<file path="src/rtl/core/mctp_pkg.sv">
`timescale 1ns / 1ps
// ----------------------------------------------------------------------------
// mctp_pkg
// Shared types, character codes and helper functions for the motion command
// text parser.
// ----------------------------------------------------------------------------
package mctp_pkg;

	localparam logic [7:0] CHAR_B     = 8'h42;
	localparam logic [7:0] CHAR_L     = 8'h4C;
	localparam logic [7:0] CHAR_F     = 8'h46;
	localparam logic [7:0] CHAR_SLASH = 8'h2F;
	localparam logic [7:0] CHAR_COMMA = 8'h2C;
	localparam logic [7:0] CHAR_MINUS = 8'h2D;
	localparam logic [7:0] CHAR_DOT   = 8'h2E;
	localparam logic [7:0] CHAR_ZERO  = 8'h30;
	localparam logic [7:0] CHAR_NINE  = 8'h39;

	localparam logic [7:0] CENTRE_RESET = 8'd90;
	localparam logic [1:0] FRAC_MAX     = 2'd3;

	typedef enum logic [1:0] {
		FLD_DIR   = 2'd0,
		FLD_SPEED = 2'd1,
		FLD_ANGLE = 2'd2,
		FLD_TIME  = 2'd3
	} field_t;

	typedef struct packed {
		field_t             fld;
		logic               have_dir;
		logic [7:0]         dir;
		logic               neg;
		logic [31:0]        digit;
		logic [1:0]         frac_cnt;
		logic               in_frac;
		logic               spd_neg;
		logic [15:0]        spd_mag;
		logic signed [15:0] angle;
	} parse_state_t;

	localparam parse_state_t PS_CLEAR = '{
		fld:      FLD_DIR,
		have_dir: 1'b0,
		dir:      8'd0,
		neg:      1'b0,
		digit:    32'd0,
		frac_cnt: 2'd0,
		in_frac:  1'b0,
		spd_neg:  1'b0,
		spd_mag:  16'd0,
		angle:    16'sd0
	};

	// v * 10 + d, saturating at all ones
	function automatic logic [31:0] push_digit(input logic [31:0] v, input logic [3:0] d);
		logic [35:0] t;
		t = {1'b0, v, 3'b000} + {3'b000, v, 1'b0} + {32'd0, d};
		return (|t[35:32]) ? 32'hFFFF_FFFF : t[31:0];
	endfunction

	function automatic logic [15:0] sat_speed(input logic [31:0] v);
		return (|v[31:16]) ? 16'hFFFF : v[15:0];
	endfunction

	function automatic logic signed [15:0] close_angle(input logic neg, input logic [31:0] v);
		logic [16:0] mag;
		logic [16:0] negated;
		if (neg) begin
			mag     = (v > 32'd32768) ? 17'd32768 : v[16:0];
			negated = 17'd0 - mag;
			return negated[15:0];
		end else begin
			return (v > 32'd32767) ? 16'sh7FFF : v[15:0];
		end
	endfunction

	function automatic logic [9:0] frac_scale(input logic [1:0] cnt);
		logic [9:0] s;
		unique case (cnt)
			2'd0: s = 10'd1000;
			2'd1: s = 10'd100;
			2'd2: s = 10'd10;
			default: s = 10'd1;
		endcase
		return s;
	endfunction

endpackage

</file>
<file path="src/rtl/core/mctp_in_if.sv">
`timescale 1ns / 1ps
// ----------------------------------------------------------------------------
// mctp_in_if
// Text byte channel: valid/ready handshake with one character per transaction.
// ----------------------------------------------------------------------------
interface mctp_in_if;
	logic       valid;
	logic       ready;
	logic [7:0] text_byte;
	logic       end_of_text;

	modport source (output valid, output text_byte, output end_of_text, input ready);
	modport sink   (input valid, input text_byte, input end_of_text, output ready);
endinterface

</file>
<file path="src/rtl/core/mctp_out_if.sv">
`timescale 1ns / 1ps
// ----------------------------------------------------------------------------
// mctp_out_if
// Drive command channel: valid/ready handshake with one command per transaction.
// ----------------------------------------------------------------------------
interface mctp_out_if;
	logic               valid;
	logic               ready;
	logic [7:0]         direction_char;
	logic               forwards;
	logic [15:0]        speed_magnitude;
	logic signed [15:0] servo_angle;
	logic [31:0]        step_ms;
	logic [31:0]        end_time_ms;

	modport source (
		output valid, output direction_char, output forwards, output speed_magnitude,
		output servo_angle, output step_ms, output end_time_ms, input ready
	);
	modport sink (
		input valid, input direction_char, input forwards, input speed_magnitude,
		input servo_angle, input step_ms, input end_time_ms, output ready
	);
endinterface

</file>
<file path="src/rtl/core/mctp_parser.sv">
`timescale 1ns / 1ps
// ----------------------------------------------------------------------------
// mctp_parser
// Input register and per-byte field parser. A terminator byte hands a snapshot
// of the finished command to the next stage and clears the command state.
// ----------------------------------------------------------------------------
module mctp_parser
	import mctp_pkg::*;
(
	input  logic         clk,
	input  logic         arst_n,
	input  logic         in_valid,
	output logic         in_ready,
	input  logic [7:0]   in_byte,
	input  logic         in_eot,
	output logic         snap_valid,
	input  logic         snap_ready,
	output parse_state_t snap
);

	logic         v_s1;
	logic [7:0]   byte_s1;
	logic         eot_s1;
	logic         v_s2;
	parse_state_t snap_s2;
	parse_state_t ps_q;
	parse_state_t nxt;
	logic         en1;
	logic         en2;
	logic         is_slash;
	logic         term;
	logic         is_digit;
	logic [7:0]   dig8;

	assign en2      = !v_s2 || snap_ready;
	assign en1      = !v_s1 || en2;
	assign in_ready = en1;

	assign is_slash = (byte_s1 == CHAR_SLASH);
	assign term     = is_slash || eot_s1;
	assign is_digit = (byte_s1 >= CHAR_ZERO) && (byte_s1 <= CHAR_NINE);
	assign dig8     = byte_s1 - CHAR_ZERO;

	always_comb begin
		nxt = ps_q;
		if (!is_slash) begin
			if (ps_q.fld == FLD_DIR && !ps_q.have_dir) begin
				nxt.dir      = byte_s1;
				nxt.have_dir = 1'b1;
			end
			priority if (byte_s1 == CHAR_COMMA) begin
				if (ps_q.fld != FLD_TIME) begin
					if (ps_q.fld == FLD_SPEED) begin
						nxt.spd_neg = ps_q.neg;
						nxt.spd_mag = sat_speed(ps_q.digit);
					end else if (ps_q.fld == FLD_ANGLE) begin
						nxt.angle = close_angle(ps_q.neg, ps_q.digit);
					end
					nxt.neg   = 1'b0;
					nxt.digit = 32'd0;
					nxt.fld   = field_t'(2'(ps_q.fld) + 2'd1);
				end
			end else if (ps_q.fld != FLD_DIR) begin
				priority if (is_digit) begin
					if (ps_q.fld == FLD_TIME && ps_q.in_frac) begin
						if (ps_q.frac_cnt != FRAC_MAX) begin
							nxt.digit    = push_digit(ps_q.digit, dig8[3:0]);
							nxt.frac_cnt = ps_q.frac_cnt + 2'd1;
						end
					end else begin
						nxt.digit = push_digit(ps_q.digit, dig8[3:0]);
					end
				end else if (byte_s1 == CHAR_MINUS && ps_q.fld != FLD_TIME) begin
					nxt.neg = 1'b1;
				end else if (byte_s1 == CHAR_DOT && ps_q.fld == FLD_TIME) begin
					nxt.in_frac = 1'b1;
				end else begin
					nxt.in_frac = ps_q.in_frac;
				end
			end else begin
				nxt.neg = ps_q.neg;
			end
		end
	end

	always_ff @(posedge clk or negedge arst_n) begin
		if (!arst_n) begin
			v_s1 <= 1'b0;
			v_s2 <= 1'b0;
			ps_q <= PS_CLEAR;
		end else begin
			if (en1) begin
				v_s1 <= in_valid;
			end
			if (v_s1 && en2) begin
				ps_q <= term ? PS_CLEAR : nxt;
			end
			if (en2) begin
				v_s2 <= v_s1 && term;
			end
		end
	end

	always_ff @(posedge clk) begin
		if (en1 && in_valid) begin
			byte_s1 <= in_byte;
			eot_s1  <= in_eot;
		end
		if (en2 && v_s1 && term) begin
			snap_s2 <= nxt;
		end
	end

	assign snap_valid = v_s2;
	assign snap       = snap_s2;

endmodule

</file>
<file path="src/rtl/core/motion_command_text_parser_top.sv">
`timescale 1ns / 1ps
// ----------------------------------------------------------------------------
// motion_command_text_parser_top
// Parses motion command text (dir,speed,angle,seconds separated by '/') into
// drive commands with saturated speed, servo angle, duration and end time.
// A terminator's command passes the input, snapshot, s3 and s4 registers.
// One byte per cycle unless the output stalls, set by the parser state loop.
// Output stage is a register; bubbles collapse, so input keeps flowing while
// a command waits. Reset clears all parse state, end time to 0, centre to 90.
// ----------------------------------------------------------------------------
module motion_command_text_parser_top
	import mctp_pkg::*;
(
	input  logic       clk,
	input  logic       arst_n,
	mctp_in_if.sink    in_ch,
	mctp_out_if.source out_ch,
	input  logic       cfg_we,
	input  logic [7:0] cfg_wdata
);

	logic               snap_valid;
	logic               snap_ready;
	parse_state_t       snap;
	logic [7:0]         centre_q;
	logic               en3;
	logic               en4;

	logic               v_s3;
	logic [7:0]         dir_s3;
	logic               fwd_s3;
	logic [15:0]        mag_s3;
	logic signed [15:0] servo_s3;
	logic [31:0]        step_s3;

	logic               v_s4;
	logic [7:0]         dir_s4;
	logic               fwd_s4;
	logic [15:0]        mag_s4;
	logic signed [15:0] servo_s4;
	logic [31:0]        step_s4;
	logic [31:0]        total_ms_q;

	logic               sneg;
	logic [15:0]        smag;
	logic signed [15:0] ang;
	logic [17:0]        ssum;
	logic [41:0]        prod;
	logic [31:0]        step_c;
	logic [32:0]        tsum;
	logic [31:0]        total_c;

	mctp_parser u_parser (
		.clk        (clk),
		.arst_n     (arst_n),
		.in_valid   (in_ch.valid),
		.in_ready   (in_ch.ready),
		.in_byte    (in_ch.text_byte),
		.in_eot     (in_ch.end_of_text),
		.snap_valid (snap_valid),
		.snap_ready (snap_ready),
		.snap       (snap)
	);

	assign en4        = !v_s4 || out_ch.ready;
	assign en3        = !v_s3 || en4;
	assign snap_ready = en3;

	always_comb begin
		if (snap.fld == FLD_SPEED) begin
			sneg = snap.neg;
			smag = sat_speed(snap.digit);
		end else begin
			sneg = snap.spd_neg;
			smag = snap.spd_mag;
		end
		if (snap.dir == CHAR_B && !sneg && smag != 16'd0) begin
			sneg = 1'b1;
		end
		ang = (snap.fld == FLD_ANGLE) ? close_angle(snap.neg, snap.digit) : snap.angle;
		if (snap.dir == CHAR_L && ang > 16'sd0) begin
			ang = -ang;
		end else if (snap.dir == CHAR_F || snap.dir == CHAR_B) begin
			ang = 16'sd0;
		end
		ssum = {{2{ang[15]}}, ang} + {10'd0, centre_q};
		prod = 42'(snap.digit) * 42'(frac_scale(snap.frac_cnt));
		if (snap.fld == FLD_TIME) begin
			step_c = (|prod[41:32]) ? 32'hFFFF_FFFF : prod[31:0];
		end else begin
			step_c = 32'd0;
		end
	end

	assign tsum    = {1'b0, total_ms_q} + {1'b0, step_s3};
	assign total_c = tsum[32] ? 32'hFFFF_FFFF : tsum[31:0];

	always_ff @(posedge clk or negedge arst_n) begin
		if (!arst_n) begin
			centre_q   <= CENTRE_RESET;
			v_s3       <= 1'b0;
			v_s4       <= 1'b0;
			total_ms_q <= 32'd0;
		end else begin
			if (cfg_we) begin
				centre_q <= cfg_wdata;
			end
			if (en3) begin
				v_s3 <= snap_valid;
			end
			if (en4) begin
				v_s4 <= v_s3;
			end
			if (en4 && v_s3) begin
				total_ms_q <= total_c;
			end
		end
	end

	always_ff @(posedge clk) begin
		if (en3 && snap_valid) begin
			dir_s3   <= snap.dir;
			fwd_s3   <= !(sneg && smag != 16'd0);
			mag_s3   <= smag;
			servo_s3 <= (!ssum[17] && ssum[16:15] != 2'b00) ? 16'sh7FFF : ssum[15:0];
			step_s3  <= step_c;
		end
		if (en4 && v_s3) begin
			dir_s4   <= dir_s3;
			fwd_s4   <= fwd_s3;
			mag_s4   <= mag_s3;
			servo_s4 <= servo_s3;
			step_s4  <= step_s3;
		end
	end

	assign out_ch.valid           = v_s4;
	assign out_ch.direction_char  = dir_s4;
	assign out_ch.forwards        = fwd_s4;
	assign out_ch.speed_magnitude = mag_s4;
	assign out_ch.servo_angle     = servo_s4;
	assign out_ch.step_ms         = step_s4;
	assign out_ch.end_time_ms     = total_ms_q;

	a_end_ge_step: assert property (@(posedge clk) disable iff (!arst_n)
		v_s4 |-> total_ms_q >= step_s4)
		else $error("end time below step duration");

	a_rev_nonzero: assert property (@(posedge clk) disable iff (!arst_n)
		(v_s4 && !fwd_s4) |-> mag_s4 != 16'd0)
		else $error("reverse flag with zero speed");

	a_fwd_centre: assert property (@(posedge clk) disable iff (!arst_n)
		(v_s4 && dir_s4 == CHAR_F) |-> servo_s4 == {8'd0, centre_q})
		else $error("F command not at servo centre");

	a_back_rev: assert property (@(posedge clk) disable iff (!arst_n)
		(v_s4 && dir_s4 == CHAR_B) |-> (!fwd_s4 || mag_s4 == 16'd0))
		else $error("B command moving forwards");

endmodule

</file>
<file path="src/flat_wrapper.sv">
// flat-port wrapper written by rule: the top's interface ports become plain ports
module motion_command_text_parser_top_flat import mctp_pkg::*;
  (clk, arst_n, cfg_we, cfg_wdata, in_ch_valid, in_ch_text_byte, in_ch_end_of_text, in_ch_ready, out_ch_valid, out_ch_direction_char, out_ch_forwards, out_ch_speed_magnitude, out_ch_servo_angle, out_ch_step_ms, out_ch_end_time_ms, out_ch_ready);
  mctp_in_if in_ch_i ();
  mctp_out_if out_ch_i ();
  input  logic clk;
  input  logic arst_n;
  input  logic cfg_we;
  input  logic [7:0] cfg_wdata;
  input wire logic [$bits(in_ch_i.valid)-1:0] in_ch_valid;
  input wire logic [$bits(in_ch_i.text_byte)-1:0] in_ch_text_byte;
  input wire logic [$bits(in_ch_i.end_of_text)-1:0] in_ch_end_of_text;
  output wire logic [$bits(in_ch_i.ready)-1:0] in_ch_ready;
  output wire logic [$bits(out_ch_i.valid)-1:0] out_ch_valid;
  output wire logic [$bits(out_ch_i.direction_char)-1:0] out_ch_direction_char;
  output wire logic [$bits(out_ch_i.forwards)-1:0] out_ch_forwards;
  output wire logic [$bits(out_ch_i.speed_magnitude)-1:0] out_ch_speed_magnitude;
  output wire logic [$bits(out_ch_i.servo_angle)-1:0] out_ch_servo_angle;
  output wire logic [$bits(out_ch_i.step_ms)-1:0] out_ch_step_ms;
  output wire logic [$bits(out_ch_i.end_time_ms)-1:0] out_ch_end_time_ms;
  input wire logic [$bits(out_ch_i.ready)-1:0] out_ch_ready;
  assign in_ch_i.valid = in_ch_valid;
  assign in_ch_i.text_byte = in_ch_text_byte;
  assign in_ch_i.end_of_text = in_ch_end_of_text;
  assign in_ch_ready = in_ch_i.ready;
  assign out_ch_valid = out_ch_i.valid;
  assign out_ch_direction_char = out_ch_i.direction_char;
  assign out_ch_forwards = out_ch_i.forwards;
  assign out_ch_speed_magnitude = out_ch_i.speed_magnitude;
  assign out_ch_servo_angle = out_ch_i.servo_angle;
  assign out_ch_step_ms = out_ch_i.step_ms;
  assign out_ch_end_time_ms = out_ch_i.end_time_ms;
  assign out_ch_i.ready = out_ch_ready;
  motion_command_text_parser_top u_core (.clk(clk), .arst_n(arst_n), .in_ch(in_ch_i), .out_ch(out_ch_i), .cfg_we(cfg_we), .cfg_wdata(cfg_wdata));
endmodule
</file>
<file path="config.mk">
export PLATFORM = sky130hd
export DESIGN_NAME = motion_command_text_parser_top_flat
export DESIGN_NICKNAME = d
export VERILOG_FILES = /design/src/rtl/core/mctp_pkg.sv /design/src/rtl/core/mctp_in_if.sv /design/src/rtl/core/mctp_out_if.sv /design/src/rtl/core/mctp_parser.sv /design/src/rtl/core/motion_command_text_parser_top.sv /design/src/flat_wrapper.sv
export SDC_FILE = /design/constraint.sdc
export NUM_CORES = 1
export LEC_CHECK = 0
export BUFFER_PORTS_ARGS = -buffer_cell sky130_fd_sc_hd__buf_2
export CAP_MARGIN = 20
export CELL_PAD_IN_SITES_DETAIL_PLACEMENT = 0
export CELL_PAD_IN_SITES_GLOBAL_PLACEMENT = 2
export CORE_MARGIN = 5
export CORE_UTILIZATION = 41
export DETAILED_ROUTE_END_ITERATION = 10
export PLACE_DENSITY_LB_ADDON = 0.1
export RECOVER_POWER = 50
export SLEW_MARGIN = 20
export SYNTH_ARGS = -nofsm -noshare
export SYNTH_HDL_FRONTEND = slang
export SYNTH_SLANG_ARGS = --single-unit
export TNS_END_PERCENT = 100
</file>
<file path="constraint.sdc">
create_clock -name clk -period 10.2 [get_ports clk]
set_input_delay 1.02 -clock clk [delete_from_list [all_inputs] [get_ports clk]]
set_output_delay 1.02 -clock clk [all_outputs]
set_load 0.05 [all_outputs]
</file>
==> impl_metrics.csv <==
group,metric,value,unit
synthesis,yosysTopAreaCell,"edfxtp_1",
route,drcViolationCount,0,
timing,min_period,8180,ps
finish,finalNonFillerCells,3940,
synthesis,ys_types,91,
grt,grt_max_degree,72,
outcome,failed_checks,"max-capacitance violations, max-slew violations",
worst_setup_path,critPathArrivalTime,8490,ps
finish,drive_above_1_share,0.0771,
clock_tree,cts_hold_buf,0,
grt,grt_pass1_wl,123000,microns
worst_setup_path,critical_path_class,"reg -> reg",
worst_hold_path,min_path_type,"reg -> reg",
placed_design,dp_hpwl,58500,microns
route,drtIter0Drc,1414,
placed_design,dp.cells,3862,
worst_setup_path,cp-start-kind,"register",
pwr,swShare,0.384,
synthesis,synthCells,2921,
grt,antenna_found_initial,2,
floorplan,die_w,274,microns
timing,worst_pin_slew,4790,ps
synthesis,synthArstFlopShare,0.347,
finish,seqCellArea,10100,sq um
floorplan,initial_core_util,0.415,
worst_setup_path,crit_fanout,14,
grt,overflow,0,
timing,clock_skew,48.0,ps
finish,num_antenna_cells,0,
synthesis,synth_edf_count,233,
pwr,power.switching,2.06,mW
timing,setup_tns,0,ps
timing,rsz0062_at_grt,"no",
synthesis,syn_area,28600,sq um
floorplan,std_cell_rows,96,
worst_setup_path,cp_slowest_cell,"edfxtp_1",
route,vias,21400,
clock_tree,insertion_delay,580,ps
placed_design,port_buffers,128,
route,vias_per_cell,5.42,
synthesis,synthFlopType,"edfxtp_1",
floorplan,die-area,75100,sq um
route,post_drt_wl_per_cell,19.5,microns
synthesis,synth_top_cells_by_count,"nand2_1 (276), inv_1 (252), nor2_1 (236)",
synthesis,syn_nets,3351,
worst_setup_path,crit_top_cell,"nand2_1",
placed_design,place_congestion,0.905,
clock_tree,numCtsBuffers,42,
timing,fin_crit_sh,0.802,
clock_tree,cts_resized,0,
floorplan,pin_count,129,
synthesis,synth_warnings,0,
synthesis,yosysTopAreaCellShare,0.245,
worst_setup_path,endpoint_kind,"register",
route,ant_nets,0,
synthesis,syn_area_per_cell,9.79,sq um
clock_tree,cts_root_buf,"clkbuf_16",
pwr,p_int,3.31,mW
flow_run,drv_cap,5,
timing,finalHoldViolations,0,
pwr,leakage,13.7,nW
finish,multi_input_area,17000,sq um
worst_setup_path,required,10510,ps
finish,utilization,0.456,
outcome,status,"finished with violations",
route,dr.pass1.iters,5,
clock_tree,cts_max_level,2,
floorplan,core,68800,sq um
clock_tree,post-cts-setup-buffers,0,
clock_tree,cts_sinks,357,
worst_setup_path,slowest_delay,690,ps
clock_tree,cts_tree,"yes",
grt,grt_pass1_vias,21700,
timing,timing.final.setup_violations,0,
timing,drv_slew,250,
pwr,peakVddDrop,0.000106,V
finish,synthToLayoutAreaGrowth,9.64,%
pwr,p_comb_frac,0.398,
route,drt-total-wl,77000,microns
synthesis,synth_area_leaders,"edfxtp_1 (24%), fa_1 (13%), dfrtp_1 (11%), ha_1 (9.5%), nand2_1 (3.6%)",
pwr,p_seq_frac,0.330,
synthesis,synth-seq-cells,357,
grt,grt.total_usage,0.204,
timing,max_freq,0.122,GHz
synthesis,yosysMostFrequentCell,"nand2_1",
floorplan,fp.dieH,274,microns
clock_tree,clk_pin_slew,60,ps
finish,fillers,6712,
finish,final_nets,3405,
pwr,power_density,171,nW/um^2
synthesis,ys_seq_area_frac,0.353,
clock_tree,ctsLongestPathBuffers,3,
pwr,power.share.clock,0.272,
timing,max_slew_margin,-2.19,
layout make-up:
cell class	count	area share
Timing Repair Buffer	164	0.0255
Multi-Input combinational cell	2157	0.541
Tap cell	931	0.0372
Clock buffer	52	0.0354
Sequential cell	357	0.322
Clock inverter	26	0.00850
Inverter	253	0.0303
power by group through the flow:
stage	combinational, mW	clock (mW)	sequential (mW)
final	2.14	1.46	1.77
after global routing	2.41	1.57	1.79
after CTS	2.18	1.50	1.77
after detailed placement	2.16	0	1.80
after global placement	2.17	0	1.80
after floorplan	1.41	0	2.05
registers in the layout, summed over array words and instances, names as in the netlist, 8 cells and up:
name                           cells
u_core.out_ch.direction_char       8
u_core.out_ch.speed_magnitude     16
u_core.out_ch.end_time_ms         32
u_core.out_ch.step_ms             32
u_core.u_parser.byte_s1            8
u_core.u_parser.snap              78
u_core.u_parser.ps_q              80
u_core.servo_s3                   16
u_core.out_ch.servo_angle         16
u_core.centre_q                    8
u_core.mag_s3                     16
u_core.dir_s3                      8
u_core.step_s3                    32
placed cells by master (no fill, tap or decap), types with 17 or more instances in the layout:
master,synthesis,layout
nand2_1,276,274
inv_1,252,252
nor2_1,236,233
edfxtp_1,233,233
ha_1,217,217
fa_1,191,191
a21oi_1,189,189
o21ai_0,179,178
dfrtp_1,120,120
clkbuf_1,136,98
xnor2_1,76,76
nand2b_1,61,61
nor2b_1,61,61
a21o_1,56,56
a22o_1,52,52
nor3_1,43,42
clkbuf_16,0,42
buf_2,7,41
nand3_1,37,37
xor2_1,36,36
o22a_1,33,33
buf_4,1,32
and2_1,31,29
or2_2,26,26
o21a_1,24,24
mux2_2,22,22
and3_1,21,21
nor4_1,21,20
a31oi_1,18,18
o31ai_1,18,18
or3_1,17,17
a211oi_1,17,17
cell families after synthesis:
group | count (synthesis) | share of synthesized area
compound gates | 724 | 0.168
xor+xnor | 112 | 0.0343
flops | 357 | 0.353
simple gates | 884 | 0.150
buf+inv | 407 | 0.0549
fa+ha+maj | 408 | 0.229
mux | 29 | 0.0111
routing by layer:
layer,up-vias,routed length (microns),part of all wire,global-route usage
met5,-,0,0,0
met2,489,35300,0.46,0.331
met3,105,3430,0.045,0.0291
li1,10300,-,-,-
met1,10400,36500,0.47,0.291
met4,0,1750,0.023,0.0465
worst max-delay path, delay by kind of cell, from the launching register on:
family | cells | cell delay [ps]
fa+ha+maj | 2 | 720
compound gates | 9 | 2600
mux | 1 | 390
xor+xnor | 1 | 230
flops | 1 | 690
simple gates | 15 | 3260
worst paths after layout:
| check | end | slack, ps | start | cells past startpoint |
|---|---|---|---|---|
| worst min register to register | u_core.out_ch.servo_angle[11] | 420 | u_core.servo_s3[11] | 0 |
| worst max-delay path | u_core.servo_s3[5] | 2020 | u_core.u_parser.snap[40] | 28 |
| worst max register to register | u_core.servo_s3[5] | 2020 | u_core.u_parser.snap[40] | 28 |
| min in group asynchronous | u_core.out_ch.end_time_ms[27] | 2200 | arst_n | 1 |
| worst min-delay path | u_core.out_ch.servo_angle[11] | 420 | u_core.servo_s3[11] | 0 |
| max in group asynchronous | u_core.u_parser.ps_q[55] | 3250 | arst_n | 2 |
per-stage QoR:
stage,area [sq um],setup slack [ps],total power [mW],hold WS [ps]
2_1_floorplan,28600,2800,3.47,400
3_3_place_gp,30100,2070,3.96,405
3_5_place_dp,30100,2000,3.97,405
4_1_cts,31500,1980,5.46,407
5_1_grt,31400,1310,5.77,420
6_report,31400,2020,5.38,417
No activity file was read; power rests on OpenSTA's default activity.
